$ cat src/hw/rtl/x86ild_pkg.sv
// Shared types, constants and opcode tables of the x86 instruction length decoder.
`default_nettype none
package x86ild_pkg;

    localparam int unsigned BYTE_W  = 8;
    localparam int unsigned TOTAL_W = 9;

    localparam logic [BYTE_W-1:0]  MIN_BYTES_RST = 8'd5;
    localparam logic [BYTE_W-1:0]  LEN_MAX       = 8'd255;
    localparam logic [TOTAL_W-1:0] TOTAL_MAX     = 9'd511;

    localparam logic [7:0] OP_ESCAPE  = 8'h0F;
    localparam logic [7:0] OP_OPSIZE  = 8'h66;
    localparam logic [3:0] REX_NIBBLE = 4'h4;
    localparam int unsigned REX_W_BIT = 3;

    localparam logic [1:0] MOD_DISP0 = 2'd0;
    localparam logic [1:0] MOD_DISP8 = 2'd1;
    localparam logic [1:0] MOD_DISP32 = 2'd2;
    localparam logic [1:0] MOD_REG   = 2'd3;
    localparam logic [2:0] RM_SIB    = 3'd4;
    localparam logic [2:0] RM_DISP32 = 3'd5;

    typedef enum logic [5:0] {
        PH_PREFIX = 6'b000001,
        PH_OPCODE = 6'b000010,
        PH_ESCAPE = 6'b000100,
        PH_MODRM  = 6'b001000,
        PH_SIB    = 6'b010000,
        PH_TAIL   = 6'b100000
    } phase_t;

    typedef enum logic [1:0] {
        CLS_UNLISTED = 2'd0,
        CLS_IMM_ONLY = 2'd1,
        CLS_MODRM    = 2'd2
    } cls_kind_t;

    typedef struct packed {
        cls_kind_t  kind;
        logic [3:0] imm;
    } cls_t;

    typedef struct packed {
        phase_t             phase;
        logic               opsize;
        logic               rex_wide;
        logic [2:0]         pend_imm;
        logic [3:0]         bytes_left;
        logic [BYTE_W-1:0]  count;
        logic [TOTAL_W-1:0] total;
        logic               finished;
    } dec_state_t;

    typedef struct packed {
        logic               done;
        logic [BYTE_W-1:0]  instr_length;
        logic [TOTAL_W-1:0] total_bytes;
        logic               enough;
    } dec_result_t;

    function automatic logic is_legacy_prefix(input logic [7:0] b);
        logic hit;
        case (b) inside
            8'h26, 8'h2E, 8'h36, 8'h3E, 8'h64, 8'h65,
            8'hF0, 8'hF2, 8'hF3, 8'h66, 8'h67: hit = 1'b1;
            default: hit = 1'b0;
        endcase
        return hit;
    endfunction

    function automatic cls_t classify(input logic [7:0] op, input logic opsize,
                                      input logic rex_wide);
        cls_t       c;
        logic [3:0] w16;
        w16    = opsize ? 4'd2 : 4'd4;
        c.kind = CLS_UNLISTED;
        c.imm  = 4'd0;
        if (op < 8'h40) begin
            case (op[2:0])
                3'd0, 3'd1, 3'd2, 3'd3: c.kind = CLS_MODRM;
                3'd4:
                begin
                    c.kind = CLS_IMM_ONLY;
                    c.imm  = 4'd1;
                end
                3'd5:
                begin
                    c.kind = CLS_IMM_ONLY;
                    c.imm  = w16;
                end
                default: c.kind = CLS_UNLISTED;
            endcase
        end else begin
            case (op) inside
                [8'h50:8'h5F], [8'h90:8'h97], 8'hC3, 8'hCC: c.kind = CLS_IMM_ONLY;
                [8'h70:8'h7F], [8'hB0:8'hB7], 8'hEB, 8'h6A, 8'hA8:
                begin
                    c.kind = CLS_IMM_ONLY;
                    c.imm  = 4'd1;
                end
                [8'hB8:8'hBF]:
                begin
                    c.kind = CLS_IMM_ONLY;
                    c.imm  = rex_wide ? 4'd8 : w16;
                end
                [8'h84:8'h8B], 8'h8D, 8'h8E, 8'h8F, 8'hFE, 8'hFF, 8'hD1, 8'hD3:
                    c.kind = CLS_MODRM;
                8'h80, 8'h82, 8'h83, 8'hC0, 8'hC1, 8'hC6, 8'h6B:
                begin
                    c.kind = CLS_MODRM;
                    c.imm  = 4'd1;
                end
                8'h81, 8'hC7, 8'h69:
                begin
                    c.kind = CLS_MODRM;
                    c.imm  = w16;
                end
                8'hC2:
                begin
                    c.kind = CLS_IMM_ONLY;
                    c.imm  = 4'd2;
                end
                8'hE8, 8'hE9, 8'h68:
                begin
                    c.kind = CLS_IMM_ONLY;
                    c.imm  = 4'd4;
                end
                8'hA9:
                begin
                    c.kind = CLS_IMM_ONLY;
                    c.imm  = w16;
                end
                default: c.kind = CLS_UNLISTED;
            endcase
        end
        return c;
    endfunction

endpackage
`default_nettype wire

$ cat src/hw/rtl/x86ild_if.sv
// Valid/ready channels for code bytes in and instruction lengths out.
`default_nettype none
interface x86ild_code_if;
    logic       valid;
    logic       ready;
    logic [7:0] code_byte;
    logic       routine_start;

    modport source (output valid, output code_byte, output routine_start, input ready);
    modport sink   (input valid, input code_byte, input routine_start, output ready);
endinterface

interface x86ild_len_if;
    logic       valid;
    logic       ready;
    logic [7:0] instr_length;
    logic [8:0] total_bytes;
    logic       enough;

    modport source (output valid, output instr_length, output total_bytes,
                    output enough, input ready);
    modport sink   (input valid, input instr_length, input total_bytes,
                    input enough, output ready);
endinterface
`default_nettype wire

$ cat src/hw/rtl/x86_instruction_length_decoder.sv
// Top level of the x86 instruction length decoder.
// Usage:
//   code   : sink channel, one machine-code word per handshake (code_byte plus
//            routine_start, which clears the totals and any partial instruction).
//   result : source channel, one word per completed instruction: instr_length,
//            total_bytes and enough.
//   cfg_wr_en / cfg_wr_data write min_bytes (reset value 5); write it only while
//   no word is in flight.
// Timing: an accepted word is held in the input register, decoded when it fires,
// and its result, if any, is loaded into the output register.
// Throughput is one code word per cycle while results are taken; the single phase
// machine in x86ild_step advances once per word.
// Bytes after enough is reached produce no result until routine_start.
// Reset clears the phase machine, the totals and the valid flags of both channel registers.
// When the receiver stalls with a result pending, the input register holds one
// more word and then ready drops until the result is taken.
`default_nettype none
module x86_instruction_length_decoder (
    input  wire logic        clk,
    input  wire logic        rst_n,
    x86ild_code_if.sink      code,
    x86ild_len_if.source     result,
    input  wire logic        cfg_wr_en,
    input  wire logic [7:0]  cfg_wr_data
);

    logic                    in_valid_reg;
    logic [7:0]              in_byte_reg;
    logic                    in_start_reg;
    logic [7:0]              min_bytes_reg;
    x86ild_pkg::dec_state_t  state_reg;
    x86ild_pkg::dec_state_t  state_next;
    x86ild_pkg::dec_result_t step_res;
    logic                    out_valid_reg;
    logic [7:0]              out_len_reg;
    logic [8:0]              out_total_reg;
    logic                    out_enough_reg;
    logic                    fire;

    assign fire       = in_valid_reg && (!out_valid_reg || result.ready);
    assign code.ready = !in_valid_reg || fire;

    x86ild_step u_step (
        .state         (state_reg),
        .code_byte     (in_byte_reg),
        .routine_start (in_start_reg),
        .min_bytes     (min_bytes_reg),
        .state_next    (state_next),
        .result        (step_res)
    );

    always_ff @(posedge clk or negedge rst_n)
    begin
        if (!rst_n)
        begin
            in_valid_reg         <= 1'b0;
            out_valid_reg        <= 1'b0;
            min_bytes_reg        <= x86ild_pkg::MIN_BYTES_RST;
            state_reg.phase      <= x86ild_pkg::PH_PREFIX;
            state_reg.opsize     <= 1'b0;
            state_reg.rex_wide   <= 1'b0;
            state_reg.pend_imm   <= 3'd0;
            state_reg.bytes_left <= 4'd0;
            state_reg.count      <= 8'd0;
            state_reg.total      <= 9'd0;
            state_reg.finished   <= 1'b0;
        end else
        begin
            if (cfg_wr_en)
            begin
                min_bytes_reg <= cfg_wr_data;
            end
            if (code.ready)
            begin
                in_valid_reg <= code.valid;
            end
            if (fire)
            begin
                state_reg <= state_next;
            end
            if (fire && step_res.done)
            begin
                out_valid_reg <= 1'b1;
            end else if (result.ready)
            begin
                out_valid_reg <= 1'b0;
            end
        end
    end

    // payload registers: input loads on handshake, output on a new result, no reset
    always_ff @(posedge clk)
    begin
        if (code.ready && code.valid)
        begin
            in_byte_reg  <= code.code_byte;
            in_start_reg <= code.routine_start;
        end
        if (fire && step_res.done)
        begin
            out_len_reg    <= step_res.instr_length;
            out_total_reg  <= step_res.total_bytes;
            out_enough_reg <= step_res.enough;
        end
    end

    assign result.valid        = out_valid_reg;
    assign result.instr_length = out_len_reg;
    assign result.total_bytes  = out_total_reg;
    assign result.enough       = out_enough_reg;

endmodule
`default_nettype wire

$ cat src/hw/rtl/x86ild_step.sv
// Next-state and result logic of the decoder for one code byte.
`default_nettype none
module x86ild_step (
    input  wire x86ild_pkg::dec_state_t  state,
    input  wire logic [7:0]              code_byte,
    input  wire logic                    routine_start,
    input  wire logic [7:0]              min_bytes,
    output x86ild_pkg::dec_state_t       state_next,
    output x86ild_pkg::dec_result_t      result
);

    x86ild_pkg::dec_state_t s;
    x86ild_pkg::dec_state_t n;
    x86ild_pkg::cls_t       cls;
    logic                   done;
    logic                   opcode_path;
    logic                   tail_set;
    logic [3:0]             tail_n;
    logic [3:0]             disp;
    logic [1:0]             modf;
    logic [2:0]             rm;
    logic [9:0]             sum;
    logic [8:0]             total_new;
    logic [7:0]             len_now;

    assign modf = code_byte[7:6];
    assign rm   = code_byte[2:0];

    always_comb
    begin
        s = state;
        if (routine_start)
        begin
            s.phase      = x86ild_pkg::PH_PREFIX;
            s.opsize     = 1'b0;
            s.rex_wide   = 1'b0;
            s.pend_imm   = 3'd0;
            s.bytes_left = 4'd0;
            s.count      = 8'd0;
            s.total      = 9'd0;
            s.finished   = 1'b0;
        end

        cls         = x86ild_pkg::classify(code_byte, s.opsize, s.rex_wide);
        n           = s;
        done        = 1'b0;
        opcode_path = 1'b0;
        tail_set    = 1'b0;
        tail_n      = 4'd0;
        disp        = 4'd0;
        sum         = 10'd0;
        total_new   = s.total;

        if (s.count != x86ild_pkg::LEN_MAX)
        begin
            n.count = s.count + 8'd1;
        end

        case (s.phase)
            x86ild_pkg::PH_PREFIX:
            begin
                if (x86ild_pkg::is_legacy_prefix(code_byte))
                begin
                    if (code_byte == x86ild_pkg::OP_OPSIZE)
                    begin
                        n.opsize = 1'b1;
                    end
                end else if (code_byte[7:4] == x86ild_pkg::REX_NIBBLE)
                begin
                    n.rex_wide = code_byte[x86ild_pkg::REX_W_BIT];
                    n.phase    = x86ild_pkg::PH_OPCODE;
                end else
                begin
                    opcode_path = 1'b1;
                end
            end
            x86ild_pkg::PH_OPCODE:
            begin
                opcode_path = 1'b1;
            end
            x86ild_pkg::PH_ESCAPE:
            begin
                // 0F 80..8F: near jcc with rel32, no ModR/M
                if (code_byte inside {[8'h80:8'h8F]})
                begin
                    tail_set = 1'b1;
                    tail_n   = 4'd4;
                end else
                begin
                    n.pend_imm = 3'd0;
                    n.phase    = x86ild_pkg::PH_MODRM;
                end
            end
            x86ild_pkg::PH_MODRM:
            begin
                case (modf)
                    x86ild_pkg::MOD_DISP8:  disp = 4'd1;
                    x86ild_pkg::MOD_DISP32: disp = 4'd4;
                    default:                disp = 4'd0;
                endcase
                if (modf == x86ild_pkg::MOD_DISP0 && rm == x86ild_pkg::RM_DISP32)
                begin
                    disp = 4'd4;
                end
                if (modf != x86ild_pkg::MOD_REG && rm == x86ild_pkg::RM_SIB)
                begin
                    // park the displacement size until the SIB byte is seen
                    n.bytes_left = disp;
                    n.phase      = x86ild_pkg::PH_SIB;
                end else
                begin
                    tail_set = 1'b1;
                    tail_n   = disp + {1'b0, s.pend_imm};
                end
            end
            x86ild_pkg::PH_SIB:
            begin
                disp = s.bytes_left;
                if (disp == 4'd0 && rm == x86ild_pkg::RM_DISP32)
                begin
                    disp = 4'd4;
                end
                tail_set = 1'b1;
                tail_n   = disp + {1'b0, s.pend_imm};
            end
            x86ild_pkg::PH_TAIL:
            begin
                if (s.bytes_left != 4'd0)
                begin
                    n.bytes_left = s.bytes_left - 4'd1;
                end
                done = (n.bytes_left == 4'd0);
            end
            default:
            begin
                done = 1'b1;
            end
        endcase

        if (opcode_path)
        begin
            if (code_byte == x86ild_pkg::OP_ESCAPE)
            begin
                n.phase = x86ild_pkg::PH_ESCAPE;
            end else
            begin
                case (cls.kind)
                    x86ild_pkg::CLS_IMM_ONLY:
                    begin
                        tail_set = 1'b1;
                        tail_n   = cls.imm;
                    end
                    x86ild_pkg::CLS_MODRM:
                    begin
                        n.pend_imm = cls.imm[2:0];
                        n.phase    = x86ild_pkg::PH_MODRM;
                    end
                    default:
                    begin
                        done = 1'b1;
                    end
                endcase
            end
        end

        if (tail_set)
        begin
            n.bytes_left = tail_n;
            if (tail_n == 4'd0)
            begin
                done = 1'b1;
            end else
            begin
                n.phase = x86ild_pkg::PH_TAIL;
            end
        end

        // hold the length before the instruction state is cleared
        len_now = n.count;

        if (done)
        begin
            sum       = {1'b0, s.total} + {2'b00, n.count};
            total_new = sum[9] ? x86ild_pkg::TOTAL_MAX : sum[8:0];
            n.total      = total_new;
            n.finished   = (total_new >= {1'b0, min_bytes});
            n.phase      = x86ild_pkg::PH_PREFIX;
            n.opsize     = 1'b0;
            n.rex_wide   = 1'b0;
            n.pend_imm   = 3'd0;
            n.bytes_left = 4'd0;
            n.count      = 8'd0;
        end

        // drop bytes once the routine has covered enough
        if (s.finished)
        begin
            n    = s;
            done = 1'b0;
        end

        state_next          = n;
        result.done         = done;
        result.instr_length = len_now;
        result.total_bytes  = total_new;
        result.enough       = n.finished;
    end

endmodule
`default_nettype wire
$ cat src/flat_wrapper.sv
// flat-port wrapper written by rule: the top's interface ports become plain ports
module x86_instruction_length_decoder_flat 
  (clk, rst_n, cfg_wr_en, cfg_wr_data, code_valid, code_code_byte, code_routine_start, code_ready, result_valid, result_instr_length, result_total_bytes, result_enough, result_ready);
  x86ild_code_if code_i ();
  x86ild_len_if result_i ();
  input  wire logic clk;
  input  wire logic rst_n;
  input  wire logic cfg_wr_en;
  input  wire logic [7:0] cfg_wr_data;
  input wire logic [$bits(code_i.valid)-1:0] code_valid;
  input wire logic [$bits(code_i.code_byte)-1:0] code_code_byte;
  input wire logic [$bits(code_i.routine_start)-1:0] code_routine_start;
  output wire logic [$bits(code_i.ready)-1:0] code_ready;
  output wire logic [$bits(result_i.valid)-1:0] result_valid;
  output wire logic [$bits(result_i.instr_length)-1:0] result_instr_length;
  output wire logic [$bits(result_i.total_bytes)-1:0] result_total_bytes;
  output wire logic [$bits(result_i.enough)-1:0] result_enough;
  input wire logic [$bits(result_i.ready)-1:0] result_ready;
  assign code_i.valid = code_valid;
  assign code_i.code_byte = code_code_byte;
  assign code_i.routine_start = code_routine_start;
  assign code_ready = code_i.ready;
  assign result_valid = result_i.valid;
  assign result_instr_length = result_i.instr_length;
  assign result_total_bytes = result_i.total_bytes;
  assign result_enough = result_i.enough;
  assign result_i.ready = result_ready;
  x86_instruction_length_decoder u_core (.clk(clk), .rst_n(rst_n), .code(code_i), .result(result_i), .cfg_wr_en(cfg_wr_en), .cfg_wr_data(cfg_wr_data));
endmodule
$ cat config.mk
export PLATFORM = sky130hd
export DESIGN_NAME = x86_instruction_length_decoder_flat
export DESIGN_NICKNAME = d
export VERILOG_FILES = /design/src/hw/rtl/x86ild_pkg.sv /design/src/hw/rtl/x86ild_if.sv /design/src/hw/rtl/x86_instruction_length_decoder.sv /design/src/hw/rtl/x86ild_step.sv /design/src/flat_wrapper.sv
export SDC_FILE = /design/constraint.sdc
export NUM_CORES = 1
export LEC_CHECK = 0
export ABC_CLOCK_PERIOD_IN_PS = 6780
export BUFFER_PORTS_ARGS = -buffer_cell sky130_fd_sc_hd__buf_4
export CAP_MARGIN = 20
export CORE_MARGIN = 5
export CORE_UTILIZATION = 33
export DETAILED_ROUTE_END_ITERATION = 12
export PLACE_DENSITY = 0.52
export RECOVER_POWER = 25
export SLEW_MARGIN = 0
export SYNTH_ARGS = -nofsm -noshare
export SYNTH_HDL_FRONTEND = slang
export SYNTH_HIERARCHICAL = 1
export SYNTH_SLANG_ARGS = --single-unit
$ cat constraint.sdc
create_clock -name clk -period 6.78 [get_ports clk]
set_clock_uncertainty 0.15 [all_clocks]
set_input_delay 0.339 -clock clk [delete_from_list [all_inputs] [get_ports clk]]
set_output_delay 0.339 -clock clk [all_outputs]
set_load 0.03 [all_outputs]
# After elaboration in Yosys (flattened, before gate mapping)
# Cells that the tools add are included.
# word_totals
output_inout_bits	20
ff_bits	70
elab_cells	214
in_bits	22
# classes
n_reduce_logical	35
addsub	5
eq_ne	57
mux	85
order_cmp	16
# op_table
op	n
== test 8 bit (second input constant)	26
two-way mux 33 bit	3
two-way mux 4 bit	22
== test 8 x 7 -> 1 bit (second input constant)	8
two-way mux 6 bit	10
>= comparator 8 bit (second input constant)	5
less-or-equal comparator 8 bit (second input constant)	5
== test 8 x 6 -> 1 bit (second input constant)	4
two-way mux 1 bit	24
two-way mux 3 bit	7
two-way mux 9 bit	2
case mux 6 bit (3 select lines)	1
>= comparator 8 x 7 -> 1 bit (second input constant)	2
less-or-equal comparator 8 x 7 -> 1 bit (second input constant)	2
case mux 4 bit (2 select lines)	2
two-way mux 2 bit	7
logical AND 1 bit	13
zero test 4 bit	3
case mux 4 bit (3 select lines)	1
OR reduction 11 bit	1
adder 9 x 8 -> 10 bit	1
OR reduction 5 bit	2
>= comparator 9 x 8 -> 1 bit	1
adder 4 x 3 -> 4 bit	2
other kinds (34)	44

# Logic depth before layout (Yosys ltp)
# Gate-level depths: netlist of the first run.
# depth
ltp_word	22
mapped_depth	29
depth_no_buf	24

# Hierarchy
# The synthesis of the first run kept the hierarchy.
# by_module_without_submodules
module	seq_area_each_um2	area_each_um2	cells_each	n_inst
x86ild_step	0.0	3095.5	489	1
x86_instruction_length_decoder	1890.6	2591.2	124	1

# Worst setup path before layout of the first run
# No wires, ideal clock.
# synth_timing
path_kind	register to register
from	reg u_core.in_start_reg
to	reg u_core/state_reg[0] in the netlist's numbering
required_ns	6.505
path_slack_ns	1.148
path_buffers	5
period_less_slack_ns	5.632
setup_ns	0.125
path_stages_with_launch	30
arrival_ns	5.357
path_cell_list	edfxtp_1 clkbuf_1 clkbuf_1 nor2b_1 ha_1 and4_1 buf_2 mux2i_1 inv_1 ha_1 a21o_1 a21oi_1 o21bai_1 a31oi_1 a32o_1 o31ai_1 buf_4 nor2_1 ha_1 nand2b_1 a21oi_1 nor2b_1 o21ai_0 a21oi_1 o21a_1 o21ai_0 nor4b_1 o21ai_1 buf_4 mux2_2
# synth_rtl
item	line_no	rtl
start, declared	x86_instruction_length_decoder.sv:29	logic in_start_reg;
start signal, assigned	x86_instruction_length_decoder.sv:97	in_start_reg <= code.routine_start;
end signal, assigned	x86_instruction_length_decoder.sv:79	state_reg <= state_next;
end, declared	x86_instruction_length_decoder.sv:31	x86ild_pkg::dec_state_t state_reg;

==> flow_summary.toml, run 1 <==
[status]
status = "complete, but fails checks"
failed_checks = "capacitance limit, slew limit"

[sta]
drv_slew = 44
worst_pin_slew_ns = 2.53
rsz0062_at_grt = "no"
setup_viol = 0
period_needed_ns = 5.80
hold_violations = 0
max_freq_mhz = 172
slew-limit-headroom_pct = -68.3
finalCritPeriodShare_pct = 85.6
setup_tns_ns = 0
holdWs_ns = 0.0382

[clock_tree]
clk_path_buf_depth = 2
htree_levels = 3
worst_skew_pair.late_latency_ns = 0.35
cts_tree = "built"
cts.sinks = 70
cts_made_buffers = 9
post-cts-setup-buffer-count = 0
path_clk_slew_ns = 0.06
cts_root_buffer = "clkbuf_16"

[setup_path]
cp-start-kind = "flip-flop"
crit_buf_inv = 2
setup.worst_path.class = "reg -> reg"
slowest_delay_ns = 0.49
cpLargestDelayFamily = "compound AO/OA/AOI/OAI gates"
required_ns = 6.86
worstPathMaxFanout = 12
arrival_ns = 5.88
cp_slowest_cell = "edfxtp_1"
worstSetupEndpointType = "flip-flop"

[routing]
firstDrtPassIters = 5
postRouteAntennaNets = 0
finalWirelength_um = 15100
vias_per_cell = 5.43
dr_total_vias = 4723
routedWlPerCell_um = 17.4
route.detailed.drc = 0
drt_iter0_drc = 316

[synthesis]
synth_fp_nets = 661
ys_warn_count = 6
syn_avg_cell_area_sq_um = 9.28
synth_top_area_share_pct = 17.6
synth_flop_cell = "dfrtp_1"
synth-edff-count = 27
ys_seq_area_share_pct = 33.2
synth-seq-cells = 70
synth_common_cells = "63 x nand2_1, 44 x nor2_1, 40 x dfrtp_1, 37 x inv_1, 33 x mux2_4"
yosysTopAreaCell = "dfrtp_1"
synth.area.top_cells = "dfrtp_1 18%, edfxtp_1 14%, mux2_4 8.7%"
async_reset_ff_share_pct = 61.4
syn_inst = 613
synth_area_sq_um = 5690
synth.most_common_cell = "nand2_1"
ys_types = 83

[hold_path]
hp-class = "in -> reg"

[finish]
syn_to_final_growth_pct = 13.2
largest_reg_flops = 33
fillCellCount = 1713
utilization_pct = 37.6
regArea_sq_um = 1890
layout-drive-gt1-share_pct = 20.5
multiInputGateArea_sq_um = 3450
nNetsFinal = 686

[global_routing]
use_met3_pct = 2.90
grt.busiest_layer = "met2"
grt.overflow.total = 0
grt_use_met2_pct = 26.7
grt_pass1_wl_um = 24600
grt_pass1_vias = 4744
antenna_found_initial = 0
grt_max_degree = 44
grt_util_met1_pct = 19.3
grt.total_usage_pct = 15.5

[place]
dpl.hpwl_um = 10800
port_buffers = 41
globalplace.congestion = 0.877

[floorplanning]
start_util_pct = 33.2
pin_count = 42
die_w_um = 141
die_h_um = 141
core_area_sq_um = 17100
num_rows = 48
dieArea_sq_um = 20000

[pwr]
total_power_uw = 1930
cellPowerDensity_nw_per_um2 = 299
power.leakage_uw = 0.00287
ir_drop_v = 0.000152

[flow_run]
cap_violations = 1
==> metal layers <==
layer | share of wire, % | vias up
met3 | 4.1 | 22
li1 | - | 2285
met1 | 44 | 2292
met5 | 0 | -
met4 | 2.0 | 0
met2 | 50 | 124
==> layout by cell type, fill, tap and decap left out, drive strengths merged, types with 6 or more instances in the layout <==
master,n
nand2,64
nor2,45
mux2,45
inv,41
dfrtp,40
buf,35
o21ai,35
edfxtp,27
a21oi,26
nor2b,24
ha,24
nor3,22
nand3,21
clkbuf,20
nand2b,13
a31oi,12
xnor2,10
mux2i,9
nand4,8
and3,8
and2,7
a211oi,6
==> what timing repair did <==
| item | in CTS | in global routing |
|---|---|---|
| hold buffers | 1 | 0 |
| gates resized for setup | 0 | 0 |
| hold endpoints to repair | 40 | 0 |
==> logic make-up after synthesis <==
kind of cell,count (synthesis),synth area share [%]
fa+ha+maj,26,5.98
compound gates,140,16.9
mux,54,12.7
buf+inv,71,6.12
xor+xnor,15,2.31
flops,70,33.2
simple gates,237,22.8
==> report_power, final <==
part           total, uW  switching, uW  internal [uW]
combinational        786            483            303
clock                526            201            326
sequential           615           75.5            539
total               1930            759           1170
==> metrics by stage <==
stage / instances / instance area, sq um / setup slack, ns
6_report: 869 / 6440 / 0.978
5_1_grt: 868 / 6430 / 0.448
4_1_cts: 868 / 6440 / 0.948
3_5_place_dp: 851 / 6100 / 1.02
3_3_place_gp: 851 / 6100 / 1.14
2_1_floorplan: 613 / 5690 / 1.15
==> area by class of cell <==
class,count,area share (%)
Antenna cell,1,0.0389
Clock buffer,10,3.56
Clock inverter,6,1.46
Inverter,39,2.27
Multi-Input combinational cell,472,53.6
Sequential cell,70,29.4
Tap cell,225,4.37
Timing Repair Buffer,46,5.35
==> path summary, 6_finish.rpt <==
| kind | startpoint | endpoint | cells past startpoint | slack, ns |
|---|---|---|---|---|
| max | u_core/in_start_reg$_DFFE_PP_ | u_core/state_reg[0]$_DFFE_PN0P_ | 25 | 0.98 |
| max in group asynchronous | rst_n | u_core/state_reg[15]$_DFFE_PN0P_ | 2 | 3.84 |
| min reg2reg | u_core/state_reg[5]$_DFFE_PN0P_ | u_core/state_reg[5]$_DFFE_PN0P_ | 1 | 0.36 |
| max reg2reg | u_core/in_start_reg$_DFFE_PP_ | u_core/state_reg[0]$_DFFE_PN0P_ | 25 | 0.98 |
| min | code_code_byte[1] | u_core/in_byte_reg[1]$_DFFE_PP_ | 1 | 0.04 |
| min in group asynchronous | rst_n | u_core/result.valid$_DFFE_PN0P_ | 2 | 1.20 |
Note: power is estimated with default switching activity, not from simulation.
==> run 2, diff against run 1 <==
==> constraint.sdc (replaced) <==
create_clock -name clk -period 6.78 [get_ports clk]
set_clock_uncertainty 0.15 [all_clocks]
set_input_delay 0.678 -clock clk [delete_from_list [all_inputs] [get_ports clk]]
set_output_delay 0.678 -clock clk [all_outputs]
set_load 0.03 [all_outputs]
==> flow_summary.toml, run 2 (synthesized netlist as in run 1, its figures left out) <==
[clock_tree]
htree_levels = 3
post-cts-setup-buffer-count = 0
ctsHoldBuffers = 0
path_clk_slew_ns = 0.07
cts.sinks = 70
worst_skew_pair.late_latency_ns = 0.35
cts_tree = "built"
cts_root_buffer = "clkbuf_16"
cts.repair.resized = 0
clk_path_buf_depth = 2
cts_made_buffers = 9

[routing]
firstDrtPassIters = 5
route.detailed.drc = 0
vias_per_cell = 5.47
drt_iter0_drc = 346
finalWirelength_um = 15100
postRouteAntennaNets = 0
routedWlPerCell_um = 17.4
dr_total_vias = 4743

[floorplanning]
num_rows = 48
dieArea_sq_um = 20000
pin_count = 42
start_util_pct = 33.2
die_w_um = 141
core_area_sq_um = 17100
die_h_um = 141

[hold_path]
hp-class = "reg -> reg"

[pwr]
ir_drop_v = 0.000151
cellPowerDensity_nw_per_um2 = 300
power.leakage_uw = 0.00287

[sta]
setup_tns_ns = 0
rsz0062_at_grt = "no"
max_freq_mhz = 172
drv_slew = 44
finalCritPeriodShare_pct = 85.6
period_needed_ns = 5.80
hold_violations = 0
worst_pin_slew_ns = 2.50
slew-limit-headroom_pct = -66.6
finalWorstSetupSlack_ns = 0.975
setup_viol = 0

[finish]
regArea_sq_um = 1890
multiInputGateArea_sq_um = 3450
layout-drive-gt1-share_pct = 20.9
largest_reg_flops = 33
nNetsFinal = 685
insertedDiodeCount = 0
mostFrequentLayoutCell = "nand2_1"
syn_to_final_growth_pct = 13.0
fillCellCount = 1712
layout_common_cells = "63 x nand2_1, 44 x nor2_1, 40 x dfrtp_1"

[setup_path]
startpoint = "u_core/in_start_reg$_DFFE_PP_"
rr_startpoint = "u_core/in_start_reg$_DFFE_PP_"
worstSetupEndpointType = "flip-flop"
required_ns = 6.86
endpoint = "u_core/state_reg[0]$_DFFE_PN0P_"
cp-start-kind = "flip-flop"
setup.worst_path.class = "reg -> reg"
worstRegToRegCells = 25
reg2reg_slack_ns = 0.98
arrival_ns = 5.88
r2r_end = "u_core/state_reg[0]$_DFFE_PN0P_"
worstPathMaxFanout = 12

[global_routing]
grt.overflow.total = 0
grt_max_degree = 44
grt_pass1_wl_um = 24600
grt.total_usage_pct = 15.4
grt_pass1_vias = 4731
antenna_found_initial = 0

[flow_run]
cap_violations = 1

[place]
dp_slack_ns = 1.02
globalplace.congestion = 0.877
port_buffers = 41
dpl.hpwl_um = 10800

[status]
status = "complete, but fails checks"
failed_checks = "capacitance limit, slew limit"
[run 2: cell type report]
class                   instances  share of cell area (%)
multi-input cells             472                    53.7
flip-flops and latches         70                    29.4
repair buffers                 45                    5.20
well taps                     225                    4.38
clock buffers                  10                    3.56
inverters                      39                    2.28
clock inverters                 6                    1.46
[run 2: worst min-delay path by stage]
| stage | from | endpoint | slack [ns] | depth (start not counted) |
|---|---|---|---|---|
| floorplan | rst_n | u_core/in_valid_reg$_DFFE_PN0P_ | 0.23 | 0 |
| global placement | u_core/state_reg[2]$_DFFE_PN0P_ | u_core/state_reg[2]$_DFFE_PN0P_ | 0.34 | 1 |
| detailed placement | u_core/state_reg[5]$_DFFE_PN0P_ | u_core/state_reg[5]$_DFFE_PN0P_ | 0.34 | 1 |
| CTS | rst_n | u_core/min_bytes_reg[3]$_DFFE_PN0P_ | 0.21 | 1 |
| global route | code_code_byte[6] | u_core/in_byte_reg[6]$_DFFE_PP_ | 0.37 | 1 |
| finish | u_core/state_reg[5]$_DFFE_PN0P_ | u_core/state_reg[5]$_DFFE_PN0P_ | 0.36 | 1 |
[run 2: routing by layer]
metal  up-vias  track usage (%)  wire [um]
met1      2306             19.3       6730
li1       2281                -          -
met4         0             5.61        274
met2       136             26.6       7530
met3        20             2.86        587
met5         -                0          0
[run 2: stage by stage]
step | util, % | hold slack [ns] | cells | total power (uW) | area, sq um
after global routing | 37.5 | 0.369 | 867 | 2040 | 6420
after CTS | 37.6 | 0.207 | 867 | 1950 | 6430
after floorplan | - | 0.232 | 613 | 1210 | 5690
after global placement | 35.7 | 0.337 | 851 | 1410 | 6100
final | 37.5 | 0.356 | 867 | 1930 | 6420
after detailed placement | 35.7 | 0.336 | 851 | 1410 | 6100
[run 2: worst max-delay path: stages (launching register included)]
cell	delay, ns
edfxtp_1	0.49
nor2b_1	0.25
ha_1	0.30
and4_1	0.36
mux2i_1	0.38
inv_1	0.11
ha_1	0.31
a21o_1	0.18
a21oi_1	0.25
o21bai_1	0.14
a31oi_1	0.30
a32o_1	0.25
o31ai_1	0.09
buf_4	0.18
nor2_1	0.13
ha_1	0.24
nand2b_1	0.14
a21oi_1	0.14
nor2b_1	0.05
o21ai_0	0.16
a21oi_1	0.10
o21a_1	0.18
o21ai_0	0.12
nor4b_1	0.25
o21ai_1	0.11
mux2_2	0.30
[run 2: report_power, final]
group,internal [uW],total (uW),leakage [uW],switching (uW)
clock network,326,525,0.000154,200
registers,540,615,0.000826,75.6
logic,302,785,0.00189,483
total,1170,1930,0.00287,758
==> run 3, diff against run 2 <==
Settings changed: REMOVE_ABC_BUFFERS set to 1.
==> flow_summary.toml, run 3 (synthesized netlist as in run 1, its figures left out) <==
[pwr]
ir_drop_v = 0.000152
power.leakage_uw = 0.00285
cellPowerDensity_nw_per_um2 = 287

[clock_tree]
cts.repair.resized = 0
cts.sinks = 70
cts_root_buffer = "clkbuf_16"
worst_skew_pair.late_latency_ns = 0.34
clk_path_buf_depth = 2
cts_made_buffers = 9
htree_levels = 3
path_clk_slew_ns = 0.06
ctsHoldBuffers = 0
post-cts-setup-buffer-count = 0
cts_tree = "built"

[global_routing]
antenna_found_initial = 0
grt.total_usage_pct = 15.2
grt_max_degree = 44
grt_pass1_vias = 4714
grt.overflow.total = 0
grt_pass1_wl_um = 24500

[sta]
setup_tns_ns = 0
finalCritPeriodShare_pct = 85.3
setup_viol = 0
slew-limit-headroom_pct = -63.3
worst_pin_slew_ns = 2.45
hold_violations = 0
drv_slew = 44
finalWorstSetupSlack_ns = 0.998
rsz0062_at_grt = "no"
max_freq_mhz = 173
period_needed_ns = 5.78

[floorplanning]
pin_count = 42
die_h_um = 141
die_w_um = 141
core_area_sq_um = 17100
num_rows = 48
dieArea_sq_um = 20000
start_util_pct = 33.2

[place]
globalplace.congestion = 0.935
dpl.hpwl_um = 11000
dp.cells = 852
port_buffers = 41
dp_slack_ns = 1.04

[flow_run]
cap_violations = 1

[setup_path]
cp-start-kind = "flip-flop"
rr_startpoint = "u_core/in_start_reg$_DFFE_PP_"
arrival_ns = 5.85
startpoint = "u_core/in_start_reg$_DFFE_PP_"
setup.worst_path.class = "reg -> reg"
worstSetupEndpointType = "flip-flop"
required_ns = 6.85
worstPathMaxFanout = 12

[finish]
fillCellCount = 1725
layout_common_cells = "63 x nand2_1, 44 x nor2_1, 40 x dfrtp_1"
insertedDiodeCount = 0
layout-drive-gt1-share_pct = 20.7
syn_to_final_growth_pct = 12.1
mostFrequentLayoutCell = "nand2_1"
largest_reg_flops = 33
fin_cells = 868
nNetsFinal = 686
utilization_pct = 37.2

[routing]
drt_iter0_drc = 339
finalWirelength_um = 15100
routedWlPerCell_um = 17.4
route.detailed.drc = 0
postRouteAntennaNets = 0
firstDrtPassIters = 5
dr_total_vias = 4733
vias_per_cell = 5.45

[status]
failed_checks = "capacitance limit, slew limit"
status = "complete, but fails checks"

[hold_path]
hold_path_startpoint = "u_core/state_reg[26]$_DFFE_PN0P_"
hp-class = "reg -> reg"
run 3: cell types whose count changed in the layout (fill, tap and decap cells not counted):
| cell | change |
|---|---|
| buf_4 | +1 |
| bufinv_16 | -2 |
| clkbuf_1 | +1 |
| clkbuf_4 | -1 |
| clkinv_1 | +1 |
| clkinv_2 | +2 |
| clkinv_4 | +1 |
| inv_6 | -2 |
run 3: critical path, cell delays in order, from the launching register on:
cell and delay, ns:
edfxtp_1 0.43, nor2b_1 0.25, ha_1 0.30, and4_1 0.36, mux2i_1 0.40, inv_1 0.12
ha_1 0.31, a21o_1 0.18, a21oi_1 0.24, o21bai_1 0.14, a31oi_1 0.32, a32o_1 0.23
o31ai_1 0.08, buf_4 0.18, nor2_1 0.15, ha_1 0.24, nand2b_1 0.14, a21oi_1 0.14
nor2b_1 0.06, o21ai_0 0.17, a21oi_1 0.09, o21a_1 0.17, o21ai_0 0.13, nor4b_1 0.26
o21ai_1 0.11, mux2_2 0.31
run 3: final timing paths:
path | cells past startpoint | slack (ns) | endpoint
hold / removal | 1 | 0.36 | u_core/state_reg[26]$_DFFE_PN0P_
setup / recovery | 25 | 1.0 | u_core/state_reg[0]$_DFFE_PN0P_
setup reg to reg | 25 | 1.0 | u_core/state_reg[0]$_DFFE_PN0P_
max in group asynchronous | 1 | 4.13 | u_core/state_reg[18]$_DFFE_PN0P_
min in group asynchronous | 1 | 0.93 | u_core/state_reg[2]$_DFFE_PN0P_
hold reg to reg | 1 | 0.36 | u_core/state_reg[26]$_DFFE_PN0P_
run 3: through the flow:
stage	power (uW)	hold slack [ns]	area, sq um
final	1830	0.357	6370
after global placement	1400	0.336	6110
after CTS	1850	0.212	6380
after floorplan	1160	0.232	5490
after global routing	1940	0.371	6370
after detailed placement	1410	0.345	6110
run 3: layer usage:
layer	up-vias	GRT usage, %	share of wire [%]	wire [um]
li1	2283	-	-	-
met1	2281	19.2	45	6780
met2	140	25.9	48	7220
met3	29	2.83	4.5	672
met4	0	5.76	2.7	405
met5	-	0	0	0
run 3: final cells by class:
cell class	count	area, sq um	share of cell area (%)
Inverter	39	146	2.30
Multi-Input combinational cell	472	3450	54.1
Tap cell	225	282	4.42
Clock inverter	6	38.8	0.609
Sequential cell	70	1890	29.7
Timing Repair Buffer	46	338	5.30
Clock buffer	10	229	3.59
run 3: power breakdown:
part / leakage, uW / switching, uW / total [uW] / internal (uW)
Clock: 0.000130 / 181 / 427 / 246
Combinational: 0.00189 / 484 / 788 / 303
Sequential: 0.000826 / 74.6 / 614 / 540
Total: 0.00285 / 740 / 1830 / 1090
